`config.mk`:
```
export PLATFORM = sky130hd
export DESIGN_NAME = sis_ctrl
export DESIGN_NICKNAME = d
export VERILOG_FILES = /design/src/rtl/core/sis_pkg.sv /design/src/rtl/core/sis_ctrl.sv
export SDC_FILE = /design/constraint.sdc
export NUM_CORES = 1
export LEC_CHECK = 0
export BUFFER_PORTS_ARGS = -buffer_cell sky130_fd_sc_hd__buf_2
export CAP_MARGIN = 10
export CORE_MARGIN = 5
export CORE_UTILIZATION = 55
export CTS_BUF_LIST = sky130_fd_sc_hd__clkbuf_8
export CTS_CLUSTER_DIAMETER = 120
export DETAILED_ROUTE_END_ITERATION = 7
export PLACE_DENSITY_LB_ADDON = 0.05
export SLEW_MARGIN = 20
export SYNTH_ARGS = -nofsm -noshare
export SYNTH_HDL_FRONTEND = slang
export SYNTH_SLANG_ARGS = --single-unit
export TNS_END_PERCENT = 100
```
`constraint.sdc`:
```
create_clock -name clk -period 2.7 [get_ports clk]
set_input_delay 0.135 -clock clk [delete_from_list [all_inputs] [get_ports clk]]
set_output_delay 0.135 -clock clk [all_outputs]
set_load 0.05 [all_outputs]
```
`src/rtl/core/sis_pkg.sv`:
```
`timescale 1ns / 1ps
`default_nettype none
// ----------------------------------------------------------------------------
// sis_pkg
// Shared types, codes and constants of the seeded index shuffler: item
// structs, controller to datapath command and status groups, generator
// constants.
// ----------------------------------------------------------------------------
package sis_pkg;

	// default table depth
	localparam int DEF_MAX_ENTRIES = 1024;

	// field widths
	localparam int ENTRY_W   = 10;
	localparam int POS_W     = 10;
	localparam int COUNT_W   = 11;
	localparam int SEED_W    = 64;
	localparam int OP_W      = 2;
	localparam int CFG_IDX_W = 1;

	// register reset values
	localparam logic [COUNT_W-1:0] RESET_COUNT = 11'd1024;
	localparam logic [SEED_W-1:0]  RESET_SEED  = 64'd42;

	// splitmix64 constants
	localparam logic [63:0] GOLDEN_GAMMA = 64'h9E37_79B9_7F4A_7C15;
	localparam logic [63:0] MIX_MUL_A    = 64'hBF58_476D_1CE4_E5B9;
	localparam logic [63:0] MIX_MUL_B    = 64'h94D0_49BB_1331_11EB;
	localparam int          SHIFT_A      = 30;
	localparam int          SHIFT_B      = 27;
	localparam int          SHIFT_C      = 31;

	// item operation codes
	localparam logic [OP_W-1:0] OP_INIT    = 2'd0;
	localparam logic [OP_W-1:0] OP_SHUFFLE = 2'd1;
	localparam logic [OP_W-1:0] OP_READ    = 2'd2;

	// configuration register indexes
	localparam logic [CFG_IDX_W-1:0] CFG_ENTRY_COUNT = 1'b0;
	localparam logic [CFG_IDX_W-1:0] CFG_SEED_VALUE  = 1'b1;

	// request and response items
	typedef struct packed {
		logic [OP_W-1:0]  op;
		logic [POS_W-1:0] position;
	} sis_req_t;

	typedef struct packed {
		logic [ENTRY_W-1:0] entry_value;
		logic               out_of_range;
	} sis_rsp_t;

	// multiplier partial product phase
	typedef enum logic [1:0] {
		MUL_LO   = 2'd0,
		MUL_HI_X = 2'd1,
		MUL_HI_K = 2'd2
	} mul_phase_t;

	// table read address select
	typedef enum logic [1:0] {
		RD_NONE = 2'd0,
		RD_POS  = 2'd1,
		RD_A    = 2'd2,
		RD_J    = 2'd3
	} rd_sel_t;

	// table write select
	typedef enum logic [1:0] {
		WR_NONE = 2'd0,
		WR_FILL = 2'd1,
		WR_A    = 2'd2,
		WR_B    = 2'd3
	} wr_sel_t;

	// response contents
	typedef enum logic [1:0] {
		RES_ZERO = 2'd0,
		RES_DATA = 2'd1,
		RES_OOR  = 2'd2
	} res_kind_t;

	// controller to datapath commands
	typedef struct packed {
		logic       take;
		logic       rng_load;
		logic       rng_adv;
		logic       fill_start;
		logic       i_load;
		logic       i_dec;
		logic       mul_en;
		logic       mul_sel_b;
		mul_phase_t mul_phase;
		logic       mix27;
		logic       div_load;
		logic       div_step;
		rd_sel_t    rd_sel;
		logic       tmp_ld;
		wr_sel_t    wr_sel;
		res_kind_t  res_kind;
	} sis_cmd_t;

	// datapath to controller status
	typedef struct packed {
		logic fill_last;
		logic i_gt1;
		logic div_last;
		logic in_range;
	} sis_sts_t;

endpackage
`default_nettype wire

```
`src/rtl/core/sis_ctrl.sv`:
```
`timescale 1ns / 1ps
`default_nettype none
// ----------------------------------------------------------------------------
// sis_ctrl
// Controller: sequences the table fill, the per-entry generator, remainder
// and swap steps of a shuffle pass, table reads and the response handoff.
// ----------------------------------------------------------------------------
module sis_ctrl import sis_pkg::*; (
	input  logic            clk,
	input  logic            arst_n,
	input  logic            req_valid,
	input  logic [OP_W-1:0] req_op,
	output logic            req_stall,
	input  sis_sts_t        sts,
	input  logic            rsp_free,
	output logic            rsp_load,
	output sis_cmd_t        cmd
);

	typedef enum logic [19:0] {
		S_CLEAR    = 20'h00001,
		S_IDLE     = 20'h00002,
		S_FILL     = 20'h00004,
		S_SH_CHECK = 20'h00008,
		S_RNG      = 20'h00010,
		S_M1_LO    = 20'h00020,
		S_M1_HX    = 20'h00040,
		S_M1_HK    = 20'h00080,
		S_MIX      = 20'h00100,
		S_M2_LO    = 20'h00200,
		S_M2_HX    = 20'h00400,
		S_M2_HK    = 20'h00800,
		S_DLOAD    = 20'h01000,
		S_DIV      = 20'h02000,
		S_SW_RA    = 20'h04000,
		S_SW_RB    = 20'h08000,
		S_SW_WA    = 20'h10000,
		S_SW_WB    = 20'h20000,
		S_RD_ISSUE = 20'h40000,
		S_RESULT   = 20'h80000
	} state_t;

	state_t    state_q;
	state_t    state_d;
	res_kind_t res_kind_q;
	res_kind_t res_kind_d;

	assign req_stall = (state_q != S_IDLE);

	// state and response kind registers
	always_ff @(posedge clk or negedge arst_n) begin
		if (!arst_n) begin
			state_q    <= S_CLEAR;
			res_kind_q <= RES_ZERO;
		end else begin
			state_q    <= state_d;
			res_kind_q <= res_kind_d;
		end
	end

	// next state and commands
	always_comb begin
		state_d      = state_q;
		res_kind_d   = res_kind_q;
		rsp_load     = 1'b0;
		cmd          = '0;
		cmd.res_kind = res_kind_q;
		case (state_q)
			S_CLEAR: begin
				cmd.wr_sel = WR_FILL;
				if (sts.fill_last) begin
					state_d = S_IDLE;
				end
			end
			S_IDLE: begin
				if (req_valid) begin
					cmd.take   = 1'b1;
					res_kind_d = RES_ZERO;
					case (req_op)
						OP_INIT: begin
							cmd.rng_load   = 1'b1;
							cmd.fill_start = 1'b1;
							state_d        = S_FILL;
						end
						OP_SHUFFLE: begin
							cmd.i_load = 1'b1;
							state_d    = S_SH_CHECK;
						end
						OP_READ: begin
							state_d = S_RD_ISSUE;
						end
						default: begin
							state_d = S_RESULT;
						end
					endcase
				end
			end
			S_FILL: begin
				cmd.wr_sel = WR_FILL;
				if (sts.fill_last) begin
					state_d = S_RESULT;
				end
			end
			S_SH_CHECK: begin
				state_d = sts.i_gt1 ? S_RNG : S_RESULT;
			end
			S_RNG: begin
				cmd.rng_adv = 1'b1;
				state_d     = S_M1_LO;
			end
			S_M1_LO: begin
				cmd.mul_en    = 1'b1;
				cmd.mul_phase = MUL_LO;
				state_d       = S_M1_HX;
			end
			S_M1_HX: begin
				cmd.mul_en    = 1'b1;
				cmd.mul_phase = MUL_HI_X;
				state_d       = S_M1_HK;
			end
			S_M1_HK: begin
				cmd.mul_en    = 1'b1;
				cmd.mul_phase = MUL_HI_K;
				state_d       = S_MIX;
			end
			S_MIX: begin
				cmd.mix27 = 1'b1;
				state_d   = S_M2_LO;
			end
			S_M2_LO: begin
				cmd.mul_en    = 1'b1;
				cmd.mul_sel_b = 1'b1;
				cmd.mul_phase = MUL_LO;
				state_d       = S_M2_HX;
			end
			S_M2_HX: begin
				cmd.mul_en    = 1'b1;
				cmd.mul_sel_b = 1'b1;
				cmd.mul_phase = MUL_HI_X;
				state_d       = S_M2_HK;
			end
			S_M2_HK: begin
				cmd.mul_en    = 1'b1;
				cmd.mul_sel_b = 1'b1;
				cmd.mul_phase = MUL_HI_K;
				state_d       = S_DLOAD;
			end
			S_DLOAD: begin
				cmd.div_load = 1'b1;
				state_d      = S_DIV;
			end
			S_DIV: begin
				cmd.div_step = 1'b1;
				if (sts.div_last) begin
					state_d = S_SW_RA;
				end
			end
			S_SW_RA: begin
				cmd.rd_sel = RD_A;
				state_d    = S_SW_RB;
			end
			S_SW_RB: begin
				cmd.rd_sel = RD_J;
				cmd.tmp_ld = 1'b1;
				state_d    = S_SW_WA;
			end
			S_SW_WA: begin
				cmd.wr_sel = WR_A;
				state_d    = S_SW_WB;
			end
			S_SW_WB: begin
				cmd.wr_sel = WR_B;
				cmd.i_dec  = 1'b1;
				state_d    = S_SH_CHECK;
			end
			S_RD_ISSUE: begin
				if (sts.in_range) begin
					cmd.rd_sel = RD_POS;
					res_kind_d = RES_DATA;
				end else begin
					res_kind_d = RES_OOR;
				end
				state_d = S_RESULT;
			end
			S_RESULT: begin
				if (rsp_free) begin
					rsp_load = 1'b1;
					state_d  = S_IDLE;
				end
			end
			default: begin
				state_d = S_IDLE;
			end
		endcase
	end

endmodule
`default_nettype wire

```
==> key figures, run 1 <==
Worst setup path
  – Crit path largest cell delay: 0.51 ns
  – CP bufs+invs: 1
  – CP max FO: 7
  – Reg2reg end: state_q[19]
  – WS Path Type: flip-flop to output pin
  – Startpoint Class: flip-flop
  – Kind of end point of the critical path: output pin
  – Flop-to-flop setup slack: approximately 0.62 ns
  – Arrival time of the worst setup path: between 2 and 2.5 ns
  – Delay-heaviest family, CP: simple AND/OR/NAND/NOR gates
  – Cell depth of the worst setup path: 6
  – Worst path required time: roughly 2.6 ns
  – CP cell instances: nor4_4 > and3_1 > nand3_2 > nor4b_2 > or2_1 > buf_2
  – Worst flop-to-flop path startpoint: state_q[6]
  – Critical path capture point: cmd[11]
  – R2R depth: 6
  – CP startpoint: state_q[6]
  – Slowest cell on crit path: nor4_4

Clocking
  – Post-CTS sizing: 0
  – Num CTS Buffers: 3
  – H-tree depth: 1
  – CTS max path bufs: 2
  – Clk sinks: 22
  – CTS tree: yes
  – Clock Latency Late Sink: roughly 0.27 ns
  – Root Buffer: clkbuf_8
  – Worst-path clk slew: about 0.080 ns

Place
  – Pre-CTS setup slack: approximately 0.41 ns
  – RD Place Congestion: 0.898
  – Dpl cells: 210
  – Input/output buffers: 31
  – Final HPWL DP: around 2.7 mm

Timing
  – Hold Vio Cnt, Final: 0
  – Setup TNS: 0 ns
  – Final setup viols: 0
  – Max_slew headroom: 0.668
  – Tmin final: 2.50 ns
  – Period utilization: 0.927
  – Actual slew at the worst max-slew pin: 0.499 ns
  – RSZ-0062 raised after global routing: no
  – Fmax: 400 MHz
  – Setup WS post-layout: approximately 0.2 ns
  – WHS: 0.0467 ns
  – Clock skew: roughly 0.0076 ns
  – Max Slew Vio Count: 0

Drt
  – Vias/cell: just over 6
  – First-pass iteration count of the detailed router: 4
  – WL per Instance: around 16 µm
  – Drt drc: 0
  – DR iter-0 viols: between 100 and 150
  – Final antenna-violating net count: 0
  – DR vias: 1319
  – Routed wire length: ~3.5 mm

Die
  – Row count: 18
  – Initial Utilization: 0.578
  – Die Y: slightly above 60 µm
  – Die area: around 0.0037 mm²
  – Number of I/O pins: 32
  – Die outline width: 61.0 µm
  – Core Area: 0.00248 mm²

Yosys
  – Post-synth ARST share: 1.00
  – Post-synth top cells: dfrtp_1, nor2_1, nand2_1, nor3_1
  – Most frequent cell after synthesis: dfrtp_1
  – Sequential fraction of the synthesis area: 0.385
  – Synth area leaders: dfrtp_1, nor4_4, nor2_1
  – Synth warnings: 0
  – Synth Flop Type: dfrtp_1
  – Synth cell types: between 40 and 50
  – Synthesized cell area: between 0.001 and 0.0015 mm²
  – Number of synthesized flops with an enable pin: 0
  – Seq cells post-synth: 22
  – Share of the synthesized area in the top cell type: 0.367
  – Mapped Nets: about 160
  – Post-synth top area cell: dfrtp_1
  – Synth Instances: 151
  – Avg Cell Area, Syn: around 9.5 µm²

Pwr
  – Flop pwr share: 0.301
  – Post-layout power: 0.00142 W
  – Int Power: 0.000737 W
  – Clock Power Share: 0.168
  – Comb pwr share: 0.531
  – VDD IR-drop max: between 0.6 and 0.7 mV
  – Power per cell area: 840 mW/mm²
  – Leakage: 0.859 nW
  – Psw: ~0.0007 W
  – Sw frac: 0.481

Final layout
  – FILL cells: ~220
  – Antenna cells: 0
  – Final Non-Filler Cells: between 200 and 250
  – Nets: about 200
  – Share of cells above drive strength 1: 0.303
  – Area delta synth->final: 18.3%

Global routing
  – Gr usage total: 0.212
  – First-pass GRT wire length: about 5.8 mm
  – Vias in the first global route: around 1300
  – Largest net degree at the start of global routing: 23
  – GR Overflow Total: 0
  – Antenna violations before repair: 0

Run status
  – Status: finished, final reports clean

Job
  – # Max-Cap Violations: 0

Worst hold path
  – Hold Crit Class: input pin to flip-flop
-- timing repair --
action	CTS	global route
setup endpoints to repair	0	2
endpoints found under the hold margin	21	0
hold buffers	1	0
buffers inserted	0	3
-- routing by layer --
metal	vias up	track usage	part of all wire
met2	48	0.354	0.48
met4	0	0.0960	0.022
met1	619	0.273	0.44
met5	-	0	0
li1	642	-	-
met3	10	0.0294	0.060
-- layout by cell type, fill, tap and decap left out, types with 2 or more instances in the layout --
master,Yosys,layout
nor3_1,9,9
nor2_1,16,16
nand3b_1,2,2
nand2_1,13,13
nand3_1,6,6
dfrtp_1,21,21
a21oi_1,4,4
clkbuf_8,0,4
and3_1,2,2
nor4_4,5,5
buf_2,0,31
nor4_1,6,6
or3_1,6,6
and2_1,2,2
nand4_1,2,2
and4bb_1,2,2
xor2_1,4,4
nor4b_2,2,2
o21ai_0,4,4
o21ai_1,4,4
nand2b_1,5,5
nor4b_1,2,2
buf_4,1,3
nand4b_1,2,2
or2_1,4,4
inv_1,5,5
-- sequential cells by signal, indices dropped and copies added, names as in the netlist --
name	cells
res_kind_q	2
state_q	20
-- worst min path at each step --
stage	startpoint	slack [ns]	depth (start not counted)	endpoint
after global routing	sts[0]	0.04	2	res_kind_q[1]
final	sts[0]	0.05	2	res_kind_q[1]
after CTS	sts[0]	0.03	2	res_kind_q[1]
after detailed placement	arst_n	0.13	1	state_q[16]
after global placement	arst_n	0.13	1	res_kind_q[0]
after floorplan	arst_n	-0.16	0	res_kind_q[0]
-- cells by family after synthesis --
| logic type | Yosys count | synth area share |
|---|---|---|
| and+or+nand+nor | 95 | 0.454 |
| xor gates and xnor gates | 5 | 0.0306 |
| DFF | 22 | 0.385 |
| AOI/OAI and AO/OA | 21 | 0.101 |
| buffers and inverters | 8 | 0.0288 |
-- stage by stage --
step,instance area (µm²),util
after floorplan,1430,-
after global placement,1610,0.648
after detailed placement,1610,0.648
after CTS,1670,0.674
after global routing,1690,0.683
final,1690,0.683
-- power groups by stage --
stage | logic, W | clock network [W] | registers (W)
after floorplan | 0.000515 | 0 | 0.000461
after global placement | 0.000685 | 0 | 0.000433
after detailed placement | 0.000697 | 0 | 0.000433
after CTS | 0.000705 | 0.000248 | 0.000427
after global routing | 0.000812 | 0.000260 | 0.000436
final | 0.000755 | 0.000239 | 0.000427
-- cell type report --
type,instances,area (µm²),share of cell area
well taps,30,37.5,0.0222
inverters,6,22.5,0.0133
repair buffers,35,188,0.111
clock buffers,4,55.1,0.0325
flip-flops and latches,22,552,0.326
multi-input cells,121,838,0.495
Power figures use the tool's default switching activity.
==> run 2: changes to the inputs <==
Settings changed: PLACE_DENSITY set to 0.81, PLACE_DENSITY_LB_ADDON 0.05 to unset.
==> run 2 against run 1 <==
Against the previous run: critical path type unchanged; worst setup slack worse by 0.056 ns; global-route usage is 0.93 points lower; register-to-register slack worse by 0.02 ns.
==> key figures, run 2 (synthesized netlist as in run 1, its figures left out) <==
Drt
  – DR iter-0 viols: 95 (was 121)
  – DR vias: 1315 (was 1319)
  – WL per Instance: 15.3 µm (was 16.0 µm)
  – Final antenna-violating net count: 0 (unchanged)
  – Drt drc: 0 (unchanged)
  – First-pass iteration count of the detailed router: 4 (unchanged)
  – Vias/cell: 6.09 (was 6.05)
  – Routed wire length: 3.31 mm (was 3.49 mm)

Final layout
  – Most common cell after layout, fill and taps aside: buf_2 (unchanged)
  – Share of cells above drive strength 1: 0.296 (was 0.303)
  – Largest regs: state_q x20, res_kind_q x2 (unchanged)
  – Final instance area: 0.00168 mm² (was 0.00169 mm²)
  – FILL cells: 203 (was 216)
  – Antenna cells: 0 (unchanged)
  – Area delta synth->final: 17.2% (was 18.3%)
  – Biggest register: state_q (unchanged)
  – Nets: 197 (was 199)
  – Commonest cells after routing, fill and taps aside: buf_2, dfrtp_1, nor2_1 (unchanged)
  – Number of flip-flops in the largest register: 20 (unchanged)

Timing
  – Tmin final: 2.56 ns (was 2.50 ns)
  – Fmax: 391 MHz (was 400 MHz)
  – Clock skew: 0.00175 ns (was 0.00757 ns)
  – Final setup viols: 0 (unchanged)
  – Actual slew at the worst max-slew pin: 0.497 ns (was 0.499 ns)
  – Hold Vio Cnt, Final: 0 (unchanged)
  – Max Slew Vio Count: 0 (unchanged)
  – Period utilization: 0.948 (was 0.927)
  – Max_slew headroom: 0.669 (was 0.668)
  – RSZ-0062 raised after global routing: no (unchanged)
  – Setup TNS: 0 ns (unchanged)

Worst setup path
  – Worst flop-to-flop path startpoint: state_q[12] (was state_q[6])
  – Arrival time of the worst setup path: 2.42 ns (was 2.37 ns)
  – Slowest cell on crit path: nor4_4 (unchanged)
  – R2R depth: 6 (unchanged)
  – Delay-heaviest family, CP: simple AND/OR/NAND/NOR gates (unchanged)
  – Crit path largest cell delay: 0.51 ns (about the same)
  – WS Path Type: flip-flop to output pin (unchanged)
  – Reg2reg end: state_q[19] (unchanged)
  – Flop-to-flop setup slack: 0.60 ns (was 0.62 ns)
  – CP bufs+invs: 1 (unchanged)
  – CP cell instances: nor4_4 > and3_1 > nand3_2 > nor4b_2 > or2_1 > buf_2 (unchanged)
  – CP max FO: 9 (was 7)
  – Worst path required time: 2.57 ns (about the same)
  – Startpoint Class: flip-flop (unchanged)
  – Kind of end point of the critical path: output pin (unchanged)

Clocking
  – CTS tree: yes (unchanged)
  – Post-CTS sizing: 0 (unchanged)
  – Clk sinks: 22 (unchanged)
  – Root Buffer: clkbuf_8 (unchanged)
  – Num CTS Buffers: 3 (unchanged)
  – Clock Latency Late Sink: 0.26 ns (was 0.27 ns)
  – CTS max path bufs: 2 (unchanged)
  – H-tree depth: 1 (unchanged)
  – Worst-path clk slew: 0.08 ns (about the same)

Die
  – Die Y: 61.0 µm (unchanged)
  – Die area: 0.00372 mm² (unchanged)
  – Die outline width: 61.0 µm (unchanged)
  – Core Area: 0.00248 mm² (unchanged)
  – Initial Utilization: 0.578 (unchanged)
  – Row count: 18 (unchanged)
  – Number of I/O pins: 32 (unchanged)

Global routing
  – First-pass GRT wire length: 5.61 mm (was 5.76 mm)
  – GR Overflow Total: 0 (unchanged)
  – Largest net degree at the start of global routing: 23 (unchanged)
  – Gr usage total: 0.203 (was 0.212)
  – Antenna violations before repair: 0 (unchanged)
  – Vias in the first global route: 1222 (was 1258)

Place
  – Input/output buffers: 31 (unchanged)
  – Area post-placement: 0.00161 mm² (unchanged)
  – RD Place Congestion: 0.886 (was 0.898)
  – Final HPWL DP: 2.64 mm (was 2.66 mm)

Pwr
  – Post-layout power: 0.00136 W (was 0.00142 W)
  – Power per cell area: 811 mW/mm² (was 840 mW/mm²)
  – VDD IR-drop max: 0.764 mV (was 0.647 mV)
  – Leakage: 0.849 nW (was 0.859 nW)

Worst hold path
  – Hold path depth: 2 (unchanged)
  – Hold Path End: res_kind_q[1] (unchanged)
  – Hold Crit Class: input pin to flip-flop (unchanged)
  – HP Start: sts[0] (unchanged)

Run status
  – Status: finished, final reports clean (unchanged)

Job
  – # Max-Cap Violations: 0 (unchanged)
## run 2: power by group
group          switching (W)  total (W)  internal, W
registers          0.0000605   0.000429     0.000368
clock network       0.000105   0.000235     0.000130
logic               0.000491   0.000697     0.000206
## run 2: through the flow
| step | setup WS (ns) | utilization | hold WS [ns] | instances |
|---|---|---|---|---|
| after floorplan | 0.00208 | - | -0.161 | 151 |
| after CTS | 0.0947 | 0.674 | 0.0519 | 215 |
| after global placement | 0.442 | 0.648 | 0.133 | 210 |
| after detailed placement | 0.391 | 0.648 | 0.128 | 210 |
| after global routing | 0.00758 | 0.677 | 0.0585 | 216 |
| final | 0.141 | 0.677 | 0.0524 | 216 |
## run 2: worst register-to-register path: cells and delay by family (launching register included)
| kind | cells | cell delay (ns) |
|---|---|---|
| compound gates | 2 | 0.33 |
| flops | 1 | 0.47 |
| simple gates | 4 | 1.20 |
## run 2: worst max path at each step
stage                      startpoint  slack [ns]  cells after the start      end
final                      state_q[2]        0.14                      6  cmd[11]
after global routing      state_q[12]       0.008                      6  cmd[16]
after CTS                  state_q[3]        0.09                      6  cmd[11]
after detailed placement   state_q[3]        0.39                      6  cmd[11]
after global placement     state_q[3]        0.44                      6  cmd[10]
after floorplan            state_q[9]       0.002                      5  cmd[15]
## run 2: what timing repair did
item                                    4_1_cts  5_1_grt
setup buffers                                 0        1
endpoints found under the setup margin        0        3
hold endpoints to repair                     21        0
hold buffers                                  1        0
## run 2: layer usage
layer  global-route usage  routed length (µm)  vias to the layer above
li1                     -                   -                      633
met1                0.263                1430                      632
met2                0.345                1670                       46
met3               0.0273                 166                        4
met4               0.0774                  39                        0
met5                    0                   0                        -
## run 2: area by class of cell
| type | instances | area [µm²] | share of cell area |
|---|---|---|---|
| clock buffer | 4 | 55.1 | 0.0328 |
| inverter | 6 | 22.5 | 0.0134 |
| multi-input combinational | 121 | 838 | 0.500 |
| sequential | 22 | 552 | 0.329 |
| tap | 30 | 37.5 | 0.0224 |
| timing repair buffer | 33 | 173 | 0.103 |
==> run 3: changes to the inputs <==
Clock period 2.7 ns to 2.9 ns, I/O delays scaled along.
==> run 3 against run 2 <==
Against the previous run: via count hardly changed; clock power is 7% lower; power is 6.7% lower; worst setup slack better by 0.13 ns; wire length hardly changed; die area stayed put; combinational power is 6.5% lower; worst hold slack better by 0.010 ns; cell area is 0.45% lower; largest power group unchanged; global-route usage stayed put; highest routed layer unchanged; critical path depth stayed put; register-to-register slack better by 0.17 ns.
==> key figures, run 3 (synthesized netlist as in run 1, its figures left out) <==
Worst setup path
  – R2R depth: 6 (unchanged)
  – Worst flop-to-flop path startpoint: state_q[3] (was state_q[12])
  – Arrival time of the worst setup path: 2.48 ns (was 2.42 ns)
  – Delay-heaviest family, CP: simple AND/OR/NAND/NOR gates (unchanged)
  – CP startpoint: state_q[3] (was state_q[2])
  – Startpoint Class: flip-flop (unchanged)
  – Crit path largest cell delay: 0.53 ns (was 0.51 ns)
  – WS Path Type: flip-flop to output pin (unchanged)
  – Slowest cell on crit path: nor4_4 (unchanged)
  – Cell depth of the worst setup path: 6 (unchanged)
  – Kind of end point of the critical path: output pin (unchanged)
  – Worst path required time: 2.76 ns (was 2.57 ns)
  – CP cell instances: nor4_4 > and3_1 > nand3_2 > nor4b_2 > or2_1 > buf_2 (unchanged)
  – CP bufs+invs: 1 (unchanged)
  – CP max FO: 9 (unchanged)

Final layout
  – Nets: 196 (was 197)
  – FILL cells: 202 (was 203)
  – Biggest register: state_q (unchanged)
  – Share of cells above drive strength 1: 0.292 (was 0.296)
  – Antenna cells: 0 (unchanged)
  – Area delta synth->final: 16.7% (was 17.2%)
  – Most common cell after layout, fill and taps aside: buf_2 (unchanged)
  – Number of flip-flops in the largest register: 20 (unchanged)
  – Commonest cells after routing, fill and taps aside: buf_2, dfrtp_1, nor2_1 (unchanged)
  – Largest regs: state_q x20, res_kind_q x2 (unchanged)

Clocking
  – CTS tree: yes (unchanged)
  – CTS max path bufs: 2 (unchanged)
  – Hold buffer count at cts: 1 (unchanged)
  – Worst-path clk slew: 0.08 ns (about the same)
  – Post-CTS sizing: 0 (unchanged)
  – H-tree depth: 1 (unchanged)
  – Setup bufs post-CTS: 0 (unchanged)
  – Clk sinks: 22 (unchanged)
  – Root Buffer: clkbuf_8 (unchanged)
  – Num CTS Buffers: 3 (unchanged)
  – Clock Latency Late Sink: 0.26 ns (about the same)

Drt
  – WL per Instance: 15.4 µm (was 15.3 µm)
  – Drt drc: 0 (unchanged)
  – First-pass iteration count of the detailed router: 6 (was 4)
  – Highest metal used: met4 (unchanged)
  – Routed length on met2: 1.66 mm (was 1.67 mm)
  – DR iter-0 viols: 100 (was 95)
  – DR vias: 1316 (was 1315)
  – Met3 Wirelength: 191 µm (was 166 µm)
  – Vias/cell: 6.12 (was 6.09)
  – Final antenna-violating net count: 0 (unchanged)
  – Routed wire length: 3.31 mm (about the same)
  – Metal-1 WL: 1.42 mm (was 1.43 mm)

Pwr
  – Flop pwr share: 0.315 (about the same)
  – VDD IR-drop max: 0.712 mV (was 0.764 mV)
  – Power per cell area: 760 mW/mm² (was 811 mW/mm²)
  – Int Power: 0.000657 W (was 0.000705 W)
  – Comb pwr share: 0.514 (was 0.512)
  – Leakage: 0.844 nW (was 0.849 nW)
  – Clock Power Share: 0.172 (was 0.173)
  – Sw frac: 0.483 (was 0.482)
  – Psw: 0.000612 W (was 0.000656 W)

Place
  – Input/output buffers: 31 (unchanged)
  – RD Place Congestion: 0.886 (unchanged)
  – Final HPWL DP: 2.64 mm (unchanged)

Global routing
  – Largest net degree at the start of global routing: 23 (unchanged)
  – GR Overflow Total: 0 (unchanged)
  – Gr usage total: 0.203 (unchanged)
  – Antenna violations before repair: 0 (unchanged)
  – Vias in the first global route: 1222 (unchanged)
  – First-pass GRT wire length: 5.61 mm (unchanged)

Timing
  – Actual slew at the worst max-slew pin: 0.494 ns (was 0.497 ns)
  – Hold Vio Cnt, Final: 0 (unchanged)
  – Final setup viols: 0 (unchanged)
  – Setup TNS: 0 ns (unchanged)
  – Period utilization: 0.906
  – Max_slew headroom: 0.670 (was 0.669)
  – Fmax: approximately 380 MHz
  – Max Slew Vio Count: 0 (unchanged)
  – Clock skew: 0.00191 ns (was 0.00175 ns)
  – WHS: 0.0628 ns (was 0.0524 ns)
  – Tmin final: approximately 2.6 ns
  – RSZ-0062 raised after global routing: no (unchanged)

Die
  – Initial Utilization: 0.578 (unchanged)
  – Core Area: 0.00248 mm² (unchanged)
  – Number of I/O pins: 32 (unchanged)
  – Die outline width: 61.0 µm (unchanged)
  – Die Y: 61.0 µm (unchanged)
  – Row count: 18 (unchanged)
  – Die area: 0.00372 mm² (unchanged)

Worst hold path
  – HP Start: sts[0] (unchanged)
  – Hold Crit Class: input pin to flip-flop (unchanged)
  – Hold path depth: 2 (unchanged)

Job
  – # Max-Cap Violations: 0 (unchanged)

Run status
  – Status: finished, final reports clean (unchanged)
run 3: cell types whose count changed in the layout (fill, tap and decap cells not counted):
cell,previous run,this run
buf_4,1,0
run 3: power by group through the flow:
stage	Combinational, W	Clock [W]	Sequential, W
after CTS	0.000650	0.000223	0.000397
after detailed placement	0.000647	0	0.000401
final	0.000652	0.000218	0.000399
after global routing	0.000707	0.000237	0.000405
after floorplan	0.000479	0	0.000429
after global placement	0.000637	0	0.000401
run 3: final timing paths:
| path | slack (ns) | end |
|---|---|---|
| min in group asynchronous | 0.37 | state_q[16] |
| max in group asynchronous | 2.17 | state_q[0] |
| min | 0.06 | res_kind_q[1] |
| min reg2reg | 0.51 | res_kind_q[0] |
| max reg2reg | 0.77 | state_q[19] |
| max | 0.27 | cmd[11] |
run 3: per-stage QoR:
step | setup slack (ns) | instances | util | area, µm² | total power (W)
finish | 0.274 | 215 | 0.674 | 1670 | 0.00127
global route | 0.148 | 215 | 0.674 | 1670 | 0.00135
CTS | 0.285 | 215 | 0.674 | 1670 | 0.00127
detailed placement | 0.581 | 210 | 0.648 | 1610 | 0.00105
global placement | 0.632 | 210 | 0.648 | 1610 | 0.00104
floorplan | 0.192 | 151 | - | 1430 | 0.000909
run 3: per-layer routing:
| metal | vias up | global-route usage |
|---|---|---|
| met5 | - | 0 |
| met4 | 0 | 0.0774 |
| met3 | 4 | 0.0273 |
| met2 | 56 | 0.345 |
| met1 | 628 | 0.263 |
| li1 | 628 | - |
run 3: cell type report:
class	instances	area [µm²]	area share
flip-flops and latches	22	552	0.330
well taps	30	37.5	0.0225
inverters	6	22.5	0.0135
repair buffers	32	165	0.0989
clock buffers	4	55.1	0.0330
multi-input cells	121	838	0.502
